--- src/rtl/pla_pkg.sv ---
// shared types, constants and helpers of the point light vertex accumulator
package pla_pkg;

    localparam int GRID_SIZE = 1024;
    localparam logic [12:0] GRID_MAX = 13'(GRID_SIZE - 1);

    localparam logic [15:0] MIN_SQ_ATTEN = 16'd7;
    localparam logic [12:0] ATTEN_ONE = 13'd4096;
    localparam logic [9:0] CH_MAX = 10'd255;

    localparam int FRONT_STAGES = 5;
    localparam int ROOT_STAGES = 17;
    localparam int ADIV_STAGES = 12;
    localparam int QDIV_STAGES = 8;
    localparam int PIPE_LAT = FRONT_STAGES + ROOT_STAGES + QDIV_STAGES + 4;

    typedef enum logic [2:0] {
        REG_LIGHT_X      = 3'd0,
        REG_LIGHT_Y      = 3'd1,
        REG_LIGHT_HEIGHT = 3'd2,
        REG_RED_GAIN     = 3'd3,
        REG_GREEN_GAIN   = 3'd4,
        REG_BLUE_GAIN    = 3'd5,
        REG_BASE_ATTEN   = 3'd6,
        REG_SQUARE_ATTEN = 3'd7
    } t_reg_idx;

    localparam logic KIND_ADD = 1'b0;
    localparam logic KIND_REMOVE = 1'b1;

    typedef struct packed {
        logic               kind;
        logic [9:0]         vertex_x;
        logic [9:0]         vertex_y;
        logic [15:0]        vertex_height;
        logic signed [15:0] normal_x;
        logic signed [15:0] normal_y;
        logic signed [15:0] normal_z;
        logic [23:0]        old_light;
        logic [23:0]        stored_add;
    } t_in;

    typedef struct packed {
        logic [23:0] added_light;
        logic [23:0] new_light;
    } t_out;

    typedef struct packed {
        logic [15:0] light_x;
        logic [15:0] light_y;
        logic [15:0] light_height;
        logic [7:0]  red_gain;
        logic [7:0]  green_gain;
        logic [7:0]  blue_gain;
        logic [15:0] base_atten;
        logic [15:0] square_atten;
    } t_cfg;

    typedef struct packed {
        logic        valid;
        logic        kind;
        logic [23:0] old_light;
        logic [23:0] stored_add;
    } t_tag;

    typedef struct packed {
        t_tag               tag;
        logic [33:0]        d2;
        logic signed [35:0] dot;
        logic [50:0]        denom;
    } t_front;

    typedef struct packed {
        t_tag               tag;
        logic signed [35:0] dot;
        logic [16:0]        dlen;
        logic [12:0]        atten;
    } t_mid;

    function automatic logic [9:0] clamp_grid(logic [9:0] v);
        return ({3'b000, v} > GRID_MAX) ? GRID_MAX[9:0] : v;
    endfunction

endpackage

--- src/rtl/pla_root.sv ---
// pipelined square root of the squared distance and reciprocal attenuation divider
module pla_root (
    input  logic            i_clk,
    input  logic            i_rst_n,
    input  pla_pkg::t_front i_front,
    output pla_pkg::t_mid   o_mid
);
    import pla_pkg::*;

    typedef enum logic [1:0] {
        AM_DIV  = 2'd0,
        AM_ONE  = 2'd1,
        AM_ZERO = 2'd2
    } t_amode;

    typedef struct packed {
        t_tag               tag;
        logic signed [35:0] dot;
        logic [33:0]        rad;
        logic [16:0]        root;
        logic [19:0]        rem;
        logic [36:0]        dvs;
        logic [36:0]        arem;
        logic [11:0]        q;
        t_amode             mode;
    } t_rs;

    t_rs prep;
    t_rs r_st [ROOT_STAGES];
    t_rs n_st [ROOT_STAGES];

    always_comb begin
        prep.tag = i_front.tag;
        prep.dot = i_front.dot;
        prep.rad = i_front.d2;
        prep.root = '0;
        prep.rem = '0;
        prep.dvs = i_front.denom[36:0];
        prep.arem = 37'h10_0000_0000;
        prep.q = '0;
        if (i_front.denom <= 51'd16777216) begin
            prep.mode = AM_ONE;
        end else if (i_front.denom > 51'h10_0000_0000) begin
            prep.mode = AM_ZERO;
        end else begin
            prep.mode = AM_DIV;
        end
    end

    for (genvar g = 0; g < ROOT_STAGES; g++) begin : g_stage
        t_rs         st_in;
        logic [19:0] rem_t;
        logic [19:0] trial;
        logic [36:0] dv_arem;
        logic [11:0] dv_q;

        if (g == 0) begin : g_first
            assign st_in = prep;
        end else begin : g_next
            assign st_in = r_st[g-1];
        end

        // one quotient bit of 2^36 / denom in each of the first stages
        if (g < ADIV_STAGES) begin : g_div
            logic [47:0] shd;
            always_comb begin
                shd = {11'd0, st_in.dvs} << (ADIV_STAGES - 1 - g);
                dv_arem = st_in.arem;
                dv_q = st_in.q;
                if ({11'd0, st_in.arem} >= shd) begin
                    dv_arem = st_in.arem - shd[36:0];
                    dv_q[ADIV_STAGES-1-g] = 1'b1;
                end
            end
        end else begin : g_nodiv
            assign dv_arem = st_in.arem;
            assign dv_q = st_in.q;
        end

        always_comb begin
            rem_t = {st_in.rem[17:0], st_in.rad[33:32]};
            trial = {1'b0, st_in.root, 2'b01};
            n_st[g] = st_in;
            n_st[g].rad = {st_in.rad[31:0], 2'b00};
            n_st[g].arem = dv_arem;
            n_st[g].q = dv_q;
            if (rem_t >= trial) begin
                n_st[g].rem = rem_t - trial;
                n_st[g].root = {st_in.root[15:0], 1'b1};
            end else begin
                n_st[g].rem = rem_t;
                n_st[g].root = {st_in.root[15:0], 1'b0};
            end
        end

        always_ff @(posedge i_clk) begin
            if (!i_rst_n) begin
                r_st[g] <= '0;
            end else begin
                r_st[g] <= n_st[g];
            end
        end
    end

    always_comb begin
        o_mid.tag = r_st[ROOT_STAGES-1].tag;
        o_mid.dot = r_st[ROOT_STAGES-1].dot;
        o_mid.dlen = r_st[ROOT_STAGES-1].root;
        case (r_st[ROOT_STAGES-1].mode)
            AM_ONE:  o_mid.atten = ATTEN_ONE;
            AM_ZERO: o_mid.atten = '0;
            AM_DIV:  o_mid.atten = {1'b0, r_st[ROOT_STAGES-1].q};
            default: o_mid.atten = '0;
        endcase
    end

endmodule

--- config.mk ---
export PLATFORM = sky130hd
export DESIGN_NAME = pla_root
export DESIGN_NICKNAME = d
export VERILOG_FILES = /design/src/rtl/pla_pkg.sv /design/src/rtl/pla_root.sv
export SDC_FILE = /design/constraint.sdc
export NUM_CORES = 2
export LEC_CHECK = 0
export BUFFER_PORTS_ARGS = -buffer_cell sky130_fd_sc_hd__buf_2
export CAP_MARGIN = 20
export CORE_MARGIN = 2
export CORE_UTILIZATION = 55
export DETAILED_ROUTE_END_ITERATION = 10
export GPL_ROUTABILITY_DRIVEN = 0
export HOLD_SLACK_MARGIN = 0.15
export PLACE_DENSITY = 0.72
export SYNTH_ARGS = -nofsm -noshare
export SYNTH_HDL_FRONTEND = slang
export SYNTH_MEMORY_MAX_BITS = 65536
export SYNTH_SLANG_ARGS = --single-unit
--- constraint.sdc ---
create_clock -name i_clk -period 5.86 [get_ports i_clk]
set_clock_uncertainty 0.15 [all_clocks]
set_input_delay 0.293 -clock i_clk [delete_from_list [all_inputs] [get_ports i_clk]]
set_output_delay 0.293 -clock i_clk [all_outputs]
set_load 0.03 [all_outputs]
==> results_dict.tcl <==
set metrics [dict create \
    die_w_um 456.0 \
    end_kind "flop" \
    dieHeight_um 456.0 \
    grt_pass1_vias 73510 \
    ys_warn_count 0 \
    finalNonFillerCells 14680 \
    path_max_fanout 22 \
    synth_seq_cells 3075 \
    synth_nets 12010 \
    drc_errors 0 \
    timing.critical_path.mode_cell "dlygate4sd3_1" \
    clock_sinks 3075 \
    clockRootBuffer "clkbuf_16" \
    synth_cells 11300 \
    rsz0062_at_grt "false" \
    power_density_nw_per_um2 478.2 \
    min-delay-start "i_front[25]" \
    grt_usage_pct 20.14 \
    layout_commonest_cell "dfxtp_1" \
    core_area_um2 202500 \
    drt_iter0_drc 5182 \
    reg2reg_depth 13 \
    num_vias 73950 \
    dp_hpwl_um 143600 \
    synth_edf_count 0 \
    dieArea_um2 207900 \
    yosys.area.top_type_share_pct 54.79 \
    critical_path_required_ns 6.53 \
    slew_headroom_pct 31.73 \
    port_buffers 288 \
    slew_viol_final 0 \
    routedWlPerCell_um 14.65 \
    ir_worst_vdd_mv 0.3451 \
    largest_reg_flops 3075 \
    num_rows 165 \
    wirelength_um 215100 \
    cp_data_arrival_time_ns 4.95 \
    crit_cells 13 \
    status "finished, final reports clean" \
    cts.htree.levels 5 \
    fin_nets 12470 \
    max_freq_ghz 0.2335 \
    top_regs "r_st: 3075 flops" \
    cts_setup_buffers 0 \
    largest_register "r_st" \
    synthToLayoutAreaGrowth_pct 15.29 \
    clk_latency_ns 0.92 \
    synth-async-reset-ratio_pct 0 \
    cp-start-kind "input port" \
    maxCapViolations 0 \
    crit_type "input port to flop" \
    synthesis.area_um2 112300 \
    ant_nets 0 \
    worst_hold_path_type "input port to flop" \
    antenna_found_initial 11 \
    endpoint "r_st[0][45]" \
    path_clk_slew_ns 0.06 \
    via_per_inst 5.038 \
    cp_cell_sequence "dlygate4sd3_1 > dlygate4sd3_1 > buf_2 > or4_4 > nor3_2 > dlygate4sd3_1 > nand3_1 > nor3_1 > nand2b_1 > a311oi_2 > nand2_1 > inv_2 > and3_1" \
    yosysSeqAreaShare_pct 54.79 \
    grt_max_degree 301 \
    critPathSlowestCell "dlygate4sd3_1" \
    dp_cells 13750 \
    fin_crit_ns 4.283 \
    crit_family "buffers and inverters" \
    worst_pin_slew_ns 1.024 \
    synth_top_area_cell "dfxtp_1" \
    layout_common_cells "dfxtp_1 (3075), and2_1 (2044), nor2_1 (1259)" \
    synth.area.top_cells "dfxtp_1 (55%), and2_1 (11%), ha_1 (5.8%), nor2_1 (4.2%), mux2i_1 (2.5%)" \
    worstReg2RegStart "r_st[4][52]" \
    critPathBufInv 5 \
    first_pass_iters 6 \
    p_leak_nw 55.81 \
    r2r_slack_ns 1.82 \
    setup_tns_ns 0 \
    cts_tree "yes" \
    io_pins 289 \
    finalHoldViolCount 0 \
    layout-drive-gt1-share_pct 7.570 \
    syn-mean-instance-area_um2 9.941 \
    cpPeakStageDelay_ns 0.72 \
    grt-ovfl-total 0 \
    clock_path_buffers 4 \
    synthFlopType "dfxtp_1" \
    start_util_pct 55.47 \
    startpoint "i_front[8]" \
    setup_viol 0 \
    period_share_pct 73.09 \
    r2r-end "r_st[5][21]" \
    cts_buffers 319 \
    grt_first_pass_wirelength_um 356700 \
    yosys.cell_types.count 98 \
]
==> final cells by class <==
class	count	area (um^2)
Fill cell	15690	73000
Timing Repair Buffer	687	5528
Inverter	637	2399
Clock inverter	109	1414
Sequential cell	3075	61560
Multi-Input combinational cell	7040	45940
Antenna cell	10	25.02
Clock buffer	447	9313
Tap cell	2672	3343
==> worst min-delay path, stage by stage <==
cell           delay [ns]
dlygate4sd3_1        0.52
buf_2                0.16
xnor2_1              0.13
a21oi_1              0.09
==> cell families after synthesis <==
kind of cell	synth area share, %
buf+inv	4.411
other cells	0.003338
simple gates	20.67
flops	54.79
compound gates	8.086
mux	2.500
xor+xnor	3.531
fa+ha+maj	6.003
==> synth_stat cells, drive strengths merged, types with 14 or more instances <==
cell type / instances
nor3: 133
o21ai: 260
o21bai: 38
nand2b: 64
a21o: 198
and3: 55
mux2i: 275
a21boi: 22
clkbuf: 395
o31a: 28
a21oi: 432
or2: 21
buf: 155
o31ai: 21
dfxtp: 3075
nand3: 118
nand4: 74
ha: 523
or3: 53
o22ai: 20
xnor2: 289
or4: 20
inv: 637
o21a: 93
nor2b: 94
a31oi: 55
o41ai: 14
and2: 2044
xor2: 164
nand3b: 15
nor4: 66
nor2: 1260
nand2: 316
o211ai: 30
a211oi: 65
==> metal layers <==
layer	track usage, %	part of all wire, %	up-vias
met2	34.40	47	1975
li1	-	-	37660
met5	0	0	-
met1	24.49	44	33640
met4	10.54	5.0	0
met3	3.148	4.1	667
==> how the worst min path moves through the flow <==
stage	slack [ns]	to	cells past startpoint
floorplan	0.21	r_st[0][88]	1
global placement	0.26	r_st[16][179]	1
detailed placement	0.27	r_st[11][209]	1
CTS	0.15	r_st[0][50]	4
global route	0.22	r_st[0][50]	4
finish	0.23	r_st[0][50]	4
==> where the power goes <==
group          leakage (nW)  internal [mW]  total [mW]  switching (mW)
combinational          25.5           8.15        18.6            10.4
clock                  5.29           12.4        20.2            7.75
sequential             25.0           22.3        23.2           0.838
==> through the flow <==
step	util (%)	power (mW)	hold WS, ns	area [um^2]	setup slack (ns)
after global placement	56.83	40.84	0.2633	115100	2.006
after CTS	63.89	62.02	0.1512	129400	1.876
after global routing	63.95	65.31	0.2240	129500	1.450
final	63.95	61.93	0.2318	129500	1.577
after detailed placement	56.83	41.48	0.2669	115100	1.931
after floorplan	-	37.84	0.2145	112300	2.748
==> what timing repair did <==
action	4_1_cts	5_1_grt
endpoints found under the hold margin	410	0
hold buffers	357	0
gates resized for setup	0	0
No activity file was read; power rests on OpenSTA's default activity.
